[config.mk]
export PLATFORM = sky130hd
export DESIGN_NAME = sact_cell
export DESIGN_NICKNAME = d
export VERILOG_FILES = /design/src/rtl/core/sact_pkg.sv /design/src/rtl/core/sact_cell.sv
export SDC_FILE = /design/constraint.sdc
export NUM_CORES = 1
export LEC_CHECK = 0
export ABC_CLOCK_PERIOD_IN_PS = 9490
export BUFFER_PORTS_ARGS = -buffer_cell sky130_fd_sc_hd__clkbuf_2
export CAP_MARGIN = 20
export CORE_AREA = 2 2 132 134
export CTS_CLUSTER_DIAMETER = 100
export DETAILED_ROUTE_END_ITERATION = 8
export DIE_AREA = 0 0 134 136
export HOLD_SLACK_MARGIN = 0.03
export PLACE_DENSITY = 0.82
export SKIP_LAST_GASP = 1
export SYNTH_ARGS = -nofsm -noshare
export SYNTH_HDL_FRONTEND = slang
export SYNTH_SLANG_ARGS = --single-unit
export TNS_END_PERCENT = 30
[constraint.sdc]
create_clock -name clk_i -period 9.49 [get_ports clk_i]
set_input_delay 1.4235 -clock clk_i [delete_from_list [all_inputs] [get_ports clk_i]]
set_output_delay 1.4235 -clock clk_i [all_outputs]
set_load 0.02 [all_outputs]
[src/rtl/core/sact_pkg.sv]
// Shared types, status codes and defaults for the sorted access code table.
`timescale 1ns / 1ps
package sact_pkg;

  // Default table depth
  localparam int unsigned DEF_CAPACITY = 256;

  // Result status codes
  localparam logic [2:0] ST_INSERTED  = 3'd0;
  localparam logic [2:0] ST_DUPLICATE = 3'd1;
  localparam logic [2:0] ST_FULL      = 3'd2;
  localparam logic [2:0] ST_GRANTED   = 3'd3;
  localparam logic [2:0] ST_OUTSIDE   = 3'd4;
  localparam logic [2:0] ST_NOT_FOUND = 3'd5;

  // Item kinds
  localparam logic KIND_INSERT   = 1'b0;
  localparam logic KIND_VALIDATE = 1'b1;

  // Control sequencer states
  typedef enum logic [1:0] {
    S_IDLE,
    S_CMP,
    S_ACT
  } state_e;

  // One stored table entry
  typedef struct packed {
    logic [31:0] code;
    logic [31:0] start_time;
    logic [31:0] end_time;
  } entry_t;

  // Accepted input item, held for the whole operation
  typedef struct packed {
    logic        kind;
    logic [31:0] code;
    logic [31:0] start_time;
    logic [31:0] end_time;
    logic [31:0] now_time;
  } item_t;

  // Per-cell compare results
  typedef struct packed {
    logic lt;     // stored code below the key
    logic eq;     // stored code equals the key
    logic grant;  // equal and now_time inside the window
  } cell_flag_t;

  // Commands broadcast to every cell
  typedef struct packed {
    logic cmp;  // register compare flags
    logic ins;  // shift up and insert
  } cell_ctrl_t;

endpackage

[src/rtl/core/sact_cell.sv]
// One table cell: holds an entry, compares it to the key, shifts on insert.
`timescale 1ns / 1ps
module sact_cell #(
  parameter int unsigned IDX   = 0,
  parameter int unsigned CNT_W = 9
) (
  input  logic                clk_i,
  input  logic                rst_ni,
  input  sact_pkg::cell_ctrl_t ctrl_i,
  input  sact_pkg::item_t     key_i,
  input  logic [CNT_W-1:0]    count_i,
  input  sact_pkg::entry_t    prev_entry_i,
  input  logic                prev_lt_i,
  output sact_pkg::entry_t    entry_o,
  output sact_pkg::cell_flag_t flags_o
);
  import sact_pkg::*;

  entry_t     entry_q;
  cell_flag_t flags_q;
  cell_flag_t flags_d;
  entry_t     new_entry;
  logic       in_use;

  // Occupied when this cell sits below the fill count
  assign in_use = CNT_W'(IDX) < count_i;

  assign new_entry.code       = key_i.code;
  assign new_entry.start_time = key_i.start_time;
  assign new_entry.end_time   = key_i.end_time;

  // Compare the stored entry against the broadcast key
  always_comb begin
    flags_d.lt    = in_use && (entry_q.code < key_i.code);
    flags_d.eq    = in_use && (entry_q.code == key_i.code);
    flags_d.grant = flags_d.eq &&
                    (key_i.now_time >= entry_q.start_time) &&
                    (key_i.now_time <= entry_q.end_time);
  end

  // Hold the compare flags for the neighbor and the combine step
  always_ff @(posedge clk_i or negedge rst_ni) begin
    if (!rst_ni) begin
      flags_q <= '0;
    end else if (ctrl_i.cmp) begin
      flags_q <= flags_d;
    end
  end

  // Keep smaller entries, take the new item at the boundary, shift the rest up
  always_ff @(posedge clk_i) begin
    if (ctrl_i.ins && !flags_q.lt) begin
      entry_q <= prev_lt_i ? new_entry : prev_entry_i;
    end
  end

  assign entry_o = entry_q;
  assign flags_o = flags_q;

endmodule

==> results of run 1 <==
-- flip-flops by register name, summed over array words and instances (netlist names) --
name and count:
flags_o 3, entry_o 96
-- metal layers --
layer  share of wire [%]  vias to the layer above  global-route usage [%]
li1                    -                     2713                       -
met1                  39                     2517                   22.27
met2                  52                      214                   35.61
met3                 6.5                       31                   4.922
met4                 1.9                        0                   6.383
met5                   0                        -                       0
-- power breakdown --
part	leakage [uW]	internal, uW	switching [uW]
clock	0.000143	191	177
combinational	0.00339	134	164
sequential	0.000944	525	19.5
total	0.00447	850	361
-- worst max-delay path by stage --
stage	startpoint	end	slack, ps	depth (start not counted)
2_1_floorplan	ctrl_i[0]	entry_o[0]$_DFFE_PP_	3320	1
3_3_place_gp	key_i[127]	flags_o[0]$_DFFE_PN0P_	5860	8
3_5_place_dp	key_i[125]	flags_o[0]$_DFFE_PN0P_	5870	8
6_report	key_i[125]	flags_o[0]$_DFFE_PN0P_	6260	8
5_1_grt	key_i[125]	flags_o[0]$_DFFE_PN0P_	6170	8
4_1_cts	key_i[125]	flags_o[0]$_DFFE_PN0P_	6210	8
-- cells by family (layout without fill, tap and decap cells) --
family                   Yosys count  after routing  share of synthesized area [%]
buffers and inverters            110            454                          6.316
flip-flops                        99             99                          45.24
adder cells (fa/ha/maj)           96             96                          18.37
multiplexers                      96             96                          16.54
AO/OA/AOI/OAI                     82             82                          7.598
AND/OR/NAND/NOR                   70             70                          5.933
-- worst max-delay path: stages --
cell and delay [ps]:
clkbuf_2 90, inv_1 40, ha_1 290, nand4_1 160, nor4_1 610, nand3_1 360
a221o_1 350, a21oi_1 160
-- cell type report --
class	count	area, um^2	area share (%)
Timing Repair Buffer	339	1727	19.61
Tap cell	225	281.5	3.196
Sequential cell	99	2958	33.58
Clock inverter	6	56.30	0.6393
Inverter	99	371.6	4.219
Clock buffer	10	239.0	2.713
Multi-Input combinational cell	344	3174	36.04
-- layout by cell type (no fill, tap or decap), drive strengths merged, types with 6 or more instances in the layout --
master / n
nor2: 6
nor2b: 6
clkbuf: 345
o21ai: 15
nand2: 14
edfxtp: 96
nand4: 21
ha: 96
mux2: 96
a21oi: 36
inv: 102
a21o: 15
-- stage by stage --
step	total power (uW)	instance area, um^2	utilization (%)	hold WS (ps)
after floorplan	728.2	6538	-	605.8
after global placement	841.7	8484	50.27	512.8
after detailed placement	852.7	8484	50.27	530.5
after CTS	1224	8780	52.02	539.2
after global routing	1274	8807	52.19	581.7
final	1211	8807	52.19	533.8
==> run_results.csv, run 1 <==
group,metric,value,unit
cts,cts.reportedPaths.clkPinSlew,80,ps
placed_design,dpl.cell_count,1105,
timing,max_freq,0.3100,GHz
grt,grt_pass1_wl,27.41,mm
cts,ctsRootBufferMaster,"clkbuf_16",
synth,synth_commonest_cells,"inv_1 (99), edfxtp_1 (96), ha_1 (96), mux2_2 (96), a21oi_1 (36)",
synth,yosys_warnings,0,
synth,synth_seq_area_share,45.24,%
min_path,hp-start,"flags_o[1]$_DFFE_PN0P_",
timing,report.final.slew_viol_count,0,
synth,synth_top_area_cell,"edfxtp_1",
cts,postCtsSetupRepairBufs,0,
grt,antenna_found_initial,0,
grt,grt_use_total,19.50,%
timing,rsz0062_at_grt,"no",
worst_setup_path,ff2ff_setup_slack,7000,ps
synth,yosysMostFrequentCell,"inv_1",
die,io_pins,338,
timing,worstMarginPinSlew,694.9,ps
synth,synth.distinct_cells,33,
worst_setup_path,cp.required,9750,ps
worst_setup_path,cp.arrival,3490,ps
worst_setup_path,rr_worst_depth,6,
worst_setup_path,end_kind,"flip-flop",
timing,finalCriticalPeriod,3226,ps
drt,drcViolationCount,0,
placed_design,gp_congestion,0.8679,
drt,vias,5475,
min_path,min_path_cells,2,
placed_design,dpl.hpwl,15.18,mm
min_path,min_to,"flags_o[1]$_DFFE_PN0P_",
synth,synth_top_area_share,44.10,%
power,p_leak,0.004473,uW
synth,syn_nets,888,
drt,drt-pass1-iter-count,4,
power,power_density,137.5,nW/um^2
layout,fillCellCount,1472,
worst_setup_path,path_class,"input pin to flip-flop",
layout,instances_no_fill,1122,
outcome,status,"complete, no violations",
synth,synth_area,6538,um^2
grt,grt_pass1_vias,5618,
die,core,16880,um^2
drt,wirelength,18.15,mm
power,max-vdd-ir-drop,0.09677,mV
timing,min_period_over_period,34.00,%
cts,clock_sink_count,99,
min_path,min_path_type,"flip-flop to flip-flop",
die,start_util,38.74,%
synth,synth_area_leaders,"edfxtp_1 (44%), ha_1 (18%), mux2_2 (17%)",
worst_setup_path,rr_startpoint,"entry_o[94]$_DFFE_PP_",
cts,cts_tree,"built",
layout,area_delta_synth_final,34.72,%
layout,diodes,0,
die,rows,48,
placed_design,place.port_buffers,336,
synth,synth_edf_count,96,
cts,cts_buffers,9,
placed_design,dp_slack,5870,ps
drt,drt-vias-per-instance,4.880,
cts,clock_path_buffers,2,
synth,synthFlopType,"edfxtp_1",
timing,slew_headroom,52.48,%
worst_setup_path,timing.rr.end,"flags_o[0]$_DFFE_PN0P_",
worst_setup_path,cp-start-kind,"input pin",
die,die_h,136,um
timing,finalClockSkew,9.133,ps
grt,grt_max_degree,97,
die,die_area,18220,um^2
layout,final_layout_size_suffix_gt1_share,50.72,%
timing,setup-tns-final,0,ps
layout,finalNetCount,1227,
drt,drt_iter0_markers,224,
drt,ant_nets,0,
synth,async_reset_ff_share,3.030,%
cts,htreeDepth,3,
synth,avgSynthCellArea,11.82,um^2
synth,syn-instance-count,553,
cts,worstSkewPairLatency,350,ps
flow_run,drv_cap,0,
cts,cts-resized-gates,0,
cts,hold_buffers,0,
grt,grt_remaining_overflow,0,
drt,routedWlPerCell,16.18,um
timing,finalSetupViolCount,0,
die,die_x,134,um
timing,worst_slack,6264,ps
timing,hold_viol_final,0,
worst_setup_path,critical_path.max_fanout,3,
synth,synth_seq_cells,99,
Note: power is estimated with default switching activity, not from simulation.
==> inputs of run 2 (changes only) <==
--- a/config.mk
+++ b/config.mk
@@ -5,7 +5,7 @@
 export SDC_FILE = /design/constraint.sdc
 export NUM_CORES = 1
 export LEC_CHECK = 0
-export ABC_CLOCK_PERIOD_IN_PS = 9490
+export ABC_CLOCK_PERIOD_IN_PS = 2900
 export BUFFER_PORTS_ARGS = -buffer_cell sky130_fd_sc_hd__clkbuf_2
 export CAP_MARGIN = 20
 export CORE_AREA = 2 2 132 134
@@ -13,7 +13,7 @@
 export DETAILED_ROUTE_END_ITERATION = 8
 export DIE_AREA = 0 0 134 136
 export HOLD_SLACK_MARGIN = 0.03
-export PLACE_DENSITY = 0.82
+export PLACE_DENSITY = 0.85
 export SKIP_LAST_GASP = 1
 export SYNTH_ARGS = -nofsm -noshare
 export SYNTH_HDL_FRONTEND = slang
==> constraint.sdc (replaced) <==
create_clock -name clk_i -period 2.9 [get_ports clk_i]
set_input_delay 0.435 -clock clk_i [delete_from_list [all_inputs] [get_ports clk_i]]
set_output_delay 0.435 -clock clk_i [all_outputs]
set_load 0.02 [all_outputs]
==> run 2 against run 1 <==
Against the previous run: clock power grew to 3.5 times the previous value; power grew to 3.3 times the previous value; highest routed layer unchanged; core utilization is 0.17 points higher; critical path depth stayed put; register-to-register slack worse by 6500 ps; sequential share of layout area is 0.11 points lower; critical path type is now flip-flop to flip-flop; worst setup slack worse by 5700 ps; non-clock buffer count is 2 higher; cell area is 0.33% higher.
==> run_results.csv, run 2 (synthesis results as in run 1) <==
group,metric,value,unit
outcome,status,"complete, no violations",
worst_setup_path,path_class,"flip-flop to flip-flop",
drt,ant_nets,0,
grt,grt_max_degree,97,
die,die_x,134,um
drt,drcViolationCount,0,
placed_design,dpl.hpwl,15.14,mm
worst_setup_path,cp-start-kind,"flip-flop",
cts,ctsRootBufferMaster,"clkbuf_16",
die,die_h,136,um
die,rows,48,
flow_run,drv_cap,0,
layout,layout_commonest_cell,"clkbuf_2",
die,io_pins,338,
min_path,min_path_type,"input pin to flip-flop",
die,start_util,38.74,%
worst_setup_path,cp.arrival,2620,ps
timing,finalClockSkew,14.99,ps
drt,routedWlPerCell,16.31,um
die,die_area,18220,um^2
drt,drt-pass1-iter-count,4,
die,core,16880,um^2
worst_setup_path,cp.required,3170,ps
power,max-vdd-ir-drop,0.3385,mV
power,p_leak,0.004476,uW
layout,fillCellCount,1461,
cts,clock_sink_count,99,
timing,rsz0062_at_grt,"no",
layout,diodes,0,
placed_design,place.port_buffers,336,
placed_design,gp_congestion,0.8292,
layout,largest_register_ff_count,96,
timing,setup-tns-final,0,ps
layout,area_delta_synth_final,35.16,%
timing,slew_headroom,59.40,%
timing,hold_viol_final,0,
cts,cts.reportedPaths.clkPinSlew,80,ps
drt,drt_iter0_markers,201,
layout,finalNetCount,1229,
cts,cts_buffers,9,
cts,cts_tree,"built",
cts,postCtsSetupRepairBufs,0,
cts,worstSkewPairLatency,360,ps
grt,grt_remaining_overflow,0,
layout,final_layout_size_suffix_gt1_share,50.61,%
timing,finalSetupViolCount,0,
drt,vias,5491,
worst_setup_path,end_kind,"flip-flop",
grt,grt_pass1_vias,5548,
timing,report.final.slew_viol_count,0,
drt,drt-vias-per-instance,4.885,
timing,worstMarginPinSlew,609.1,ps
layout,layout_common_cells,"clkbuf_2 (335), inv_1 (99), mux2_2 (96), ha_1 (96), edfxtp_1 (96)",
power,report.power.total,4035,uW
worst_setup_path,critical_path.max_fanout,2,
timing,max_freq,0.4247,GHz
grt,antenna_found_initial,0,
power,power_density,456.7,nW/um^2
timing,finalCriticalPeriod,2355,ps
timing,min_period_over_period,81.20,%
drt,wirelength,18.34,mm
cts,clock_path_buffers,2,
grt,grt_use_total,19.55,%
cts,htreeDepth,3,
grt,grt_pass1_wl,27.50,mm
run 2: cell count changes in the layout (fill, tap and decap cells not counted):
cell and delta:
inv_8 -1, dlygate4sd3_1 +1, clkinvlp_4 +2, clkbuf_1 +1, buf_12 +2, bufinv_16 +1
clkbuf_8 -1, buf_16 -1, clkinv_4 -2
run 2: layout make-up:
| type | count | area (um^2) | area share [%] |
|---|---|---|---|
| Sequential cell | 99 | 2958 | 33.47 |
| Tap cell | 225 | 281.5 | 3.186 |
| Multi-Input combinational cell | 344 | 3174 | 35.92 |
| Timing Repair Buffer | 341 | 1749 | 19.80 |
| Clock buffer | 10 | 229.0 | 2.591 |
| Inverter | 99 | 371.6 | 4.206 |
| Clock inverter | 6 | 72.57 | 0.8213 |
run 2: metal layers:
layer	global-route usage, %	vias up	part of all wire [%]	wire length (um)
met1	23.17	2522	41	7474
met3	4.362	34	6.1	1127
met4	6.560	0	2.2	410
met2	35.04	225	51	9327
li1	-	2710	-	-
met5	0	-	0	0
run 2: where the power goes:
group	internal [uW]	total [uW]	switching, uW
Combinational	444	988	543
Sequential	1720	1780	64.5
Clock	680	1270	585
run 2: repair_timing:
| item | in CTS | in global routing |
|---|---|---|
| hold buffers | 1 | 0 |
| endpoints found under the setup margin | 0 | 0 |
| resized for setup | 0 | 0 |
| hold endpoints to repair | 3 | 0 |
run 2: worst max-delay path: stages (launching register included):
cell and delay (ps):
edfxtp_1 390, inv_1 70, ha_1 230, a21o_1 180, a21o_1 170, a22o_1 220, or4_1 530, a221o_1 340
a21oi_1 150
run 2: final timing paths:
path                                   startpoint                endpoint  slack [ps]  depth (start not counted)
max                         entry_o[13]$_DFFE_PP_  flags_o[0]$_DFFE_PN0P_         550                          8
min                                     ctrl_i[1]  flags_o[1]$_DFFE_PN0P_         280                          2
max reg2reg                 entry_o[13]$_DFFE_PP_  flags_o[0]$_DFFE_PN0P_         550                          8
min reg2reg                flags_o[1]$_DFFE_PN0P_  flags_o[1]$_DFFE_PN0P_         570                          2
max in group asynchronous                  rst_ni  flags_o[0]$_DFFE_PN0P_        2290                          2
min in group asynchronous                  rst_ni  flags_o[1]$_DFFE_PN0P_         450                          2
run 2: metrics by stage:
stage | hold WS (ps) | setup slack [ps] | area (um^2) | utilization [%] | cells
after global routing | 304.7 | 445.9 | 8836 | 52.36 | 1124
after floorplan | 139.4 | 534.6 | 6545 | - | 553
final | 282.5 | 545.3 | 8836 | 52.36 | 1124
after detailed placement | 264.5 | 372.6 | 8524 | 50.51 | 1107
after global placement | 268.2 | 387.7 | 8524 | 50.51 | 1107
after CTS | 270.4 | 510.5 | 8836 | 52.36 | 1124
==> inputs of run 3 (changes only) <==
--- a/config.mk
+++ b/config.mk
@@ -5,7 +5,7 @@
 export SDC_FILE = /design/constraint.sdc
 export NUM_CORES = 1
 export LEC_CHECK = 0
-export ABC_CLOCK_PERIOD_IN_PS = 2900
+export ABC_CLOCK_PERIOD_IN_PS = 1900
 export BUFFER_PORTS_ARGS = -buffer_cell sky130_fd_sc_hd__clkbuf_2
 export CAP_MARGIN = 20
 export CORE_AREA = 2 2 132 134
==> constraint.sdc (replaced) <==
create_clock -name clk_i -period 1.9 [get_ports clk_i]
set_input_delay 0.285 -clock clk_i [delete_from_list [all_inputs] [get_ports clk_i]]
set_output_delay 0.285 -clock clk_i [all_outputs]
set_load 0.02 [all_outputs]
==> run 3 against run 2 <==
Against the previous run: the flow now finishes with violations (negative setup slack); cell count rose by 5.7%; hold slack lost 94 ps; cell area is 6.5% higher; critical path depth did not move; critical path type unchanged.
==> run_results.csv, run 3 (synthesis results as in run 1) <==
group,metric,value,unit
layout,area_delta_synth_final,44.00,%
grt,grt_pass1_vias,5938,
worst_setup_path,cp.required,2170,ps
worst_setup_path,cp.arrival,2530,ps
cts,htreeDepth,3,
grt,antenna_found_initial,0,
layout,largest_register_ff_count,96,
min_path,min_path_type,"input pin to flip-flop",
timing,hold_viol_final,0,
grt,grt_pass1_wl,28.97,mm
timing,finalCriticalPeriod,2263,ps
drt,drt-pass1-iter-count,4,
power,report.power.total,6507,uW
timing,finalClockSkew,6.501,ps
grt,grt_remaining_overflow,0,
timing,rsz0062_at_grt,"yes",
layout,final_layout_size_suffix_gt1_share,54.62,%
die,die_x,134,um
power,p_leak,0.004823,uW
placed_design,place.port_buffers,336,
worst_setup_path,worst-path-buf-inv,1,
layout,final_area,9414,um^2
drt,routedWlPerCell,16.23,um
drt,drt_iter0_markers,246,
layout,finalNetCount,1294,
timing,report.final.slew_viol_count,0,
cts,clock_path_buffers,2,
drt,ant_nets,0,
grt,grt_use_total,20.74,%
worst_setup_path,critPathSlowestCell,"or4_4",
die,start_util,38.74,%
cts,ctsRootBufferMaster,"clkbuf_16",
outcome,status,"complete, but fails checks",
timing,min_period_over_period,119.1,%
flow_run,drv_cap,0,
cts,clock_sink_count,99,
timing,worst_slack,-363.0,ps
cts,cts_tree,"built",
worst_setup_path,cp-start-kind,"flip-flop",
grt,grt_max_degree,51,
timing,finalSetupViolCount,2,
outcome,violations,"negative setup slack",
die,rows,48,
placed_design,placed_area,9031,um^2
power,power_density,691.2,nW/um^2
cts,cts_buffers,9,
layout,diodes,0,
drt,drcViolationCount,0,
drt,vias,5819,
placed_design,dpl.hpwl,16.39,mm
cts,worstSkewPairLatency,340,ps
die,io_pins,338,
timing,max_freq,0.4419,GHz
timing,worstMarginPinSlew,366.9,ps
drt,drt-vias-per-instance,4.898,
power,max-vdd-ir-drop,0.6674,mV
worst_setup_path,critical_path.max_fanout,2,
worst_setup_path,end_kind,"flip-flop",
die,core,16880,um^2
drt,wirelength,19.29,mm
layout,layout_common_cells,"clkbuf_2 (335), inv_1 (98), mux2_2 (96), edfxtp_1 (96), ha_1 (95)",
cts,cts.reportedPaths.clkPinSlew,70,ps
placed_design,dp_slack,-466.7,ps
worst_setup_path,path_class,"flip-flop to flip-flop",
layout,layout_commonest_cell,"clkbuf_2",
worst_setup_path,cpLargestDelayFamily,"compound AO/OA/AOI/OAI gates",
die,die_h,136,um
placed_design,gp_congestion,0.8411,
worst_setup_path,cp_slowest_stage_delay,540,ps
die,die_area,18220,um^2
timing,slew_headroom,74.91,%
worst_setup_path,path_cells,"inv_2 > ha_4 > a21o_1 > a21o_1 > a22o_1 > or4_4 > a221o_1 > a21oi_2",
worst_setup_path,path_common_cell,"a21o_1",
## run 3: cell types whose count changed in the layout (fill, tap and decap cells not counted), sizes merged
cell and change:
clkinv +1, clkbuf -1, clkinvlp -3, buf +65, bufinv +2
## run 3: final timing paths
path / startpoint / end / slack (ps) / depth (start not counted)
max reg2reg: entry_o[13]$_DFFE_PP_ / flags_o[0]$_DFFE_PN0P_ / -360 / 8
min reg2reg: flags_o[1]$_DFFE_PN0P_ / flags_o[1]$_DFFE_PN0P_ / 540 / 2
max in group asynchronous: rst_ni / flags_o[2]$_DFFE_PN0P_ / 1430 / 2
min: ctrl_i[1] / flags_o[1]$_DFFE_PN0P_ / 190 / 2
min in group asynchronous: rst_ni / flags_o[2]$_DFFE_PN0P_ / 310 / 2
max: entry_o[13]$_DFFE_PP_ / flags_o[0]$_DFFE_PN0P_ / -360 / 8
## run 3: worst reg2reg max path, cell delays in order (launching register included)
cell	delay [ps]
edfxtp_1	420
inv_2	90
ha_4	200
a21o_1	150
a21o_1	160
a22o_1	210
or4_4	540
a221o_1	320
a21oi_2	120
## run 3: timing repair
item / CTS / global route
gates resized for setup: 4 / 2
setup buffers: 0 / 1
hold buffers: 1 / 0
endpoints found under the setup margin: 2 / 3
pin swaps: 6 / 2
hold endpoints to repair: 3 / 0
## run 3: layout make-up
type / instances / area, um^2
Fill cell: 1416 / 7462
Multi-Input combinational cell: 344 / 3202
Sequential cell: 99 / 2959
Timing Repair Buffer: 406 / 2262
Inverter: 99 / 371.6
Tap cell: 225 / 281.5
Clock buffer: 9 / 225.2
Clock inverter: 6 / 112.6
## run 3: per-stage QoR
stage / util (%) / instances / TNS, ps / hold WS, ps
detailed placement: 53.51 / 1171 / -693.4 / 120.7
CTS: 55.69 / 1187 / -562.3 / 170.1
finish: 55.78 / 1188 / -535.6 / 188.2
floorplan: - / 553 / -41960 / -10.59
global placement: 53.51 / 1171 / -595.0 / 127.7
global route: 55.78 / 1188 / -773.6 / 201.1
## run 3: power breakdown
group	switching, uW	internal (uW)
Clock	828	1290
Sequential	95.6	2620
Combinational	872	801
## run 3: routing by layer
| metal | GRT usage [%] | part of all wire (%) | vias to the layer above |
|---|---|---|---|
| met3 | 4.362 | 5.9 | 41 |
| met2 | 37.75 | 52 | 243 |
| met1 | 23.66 | 39 | 2684 |
| met5 | 0 | 0 | - |
| li1 | - | - | 2851 |
| met4 | 8.511 | 2.8 | 0 |
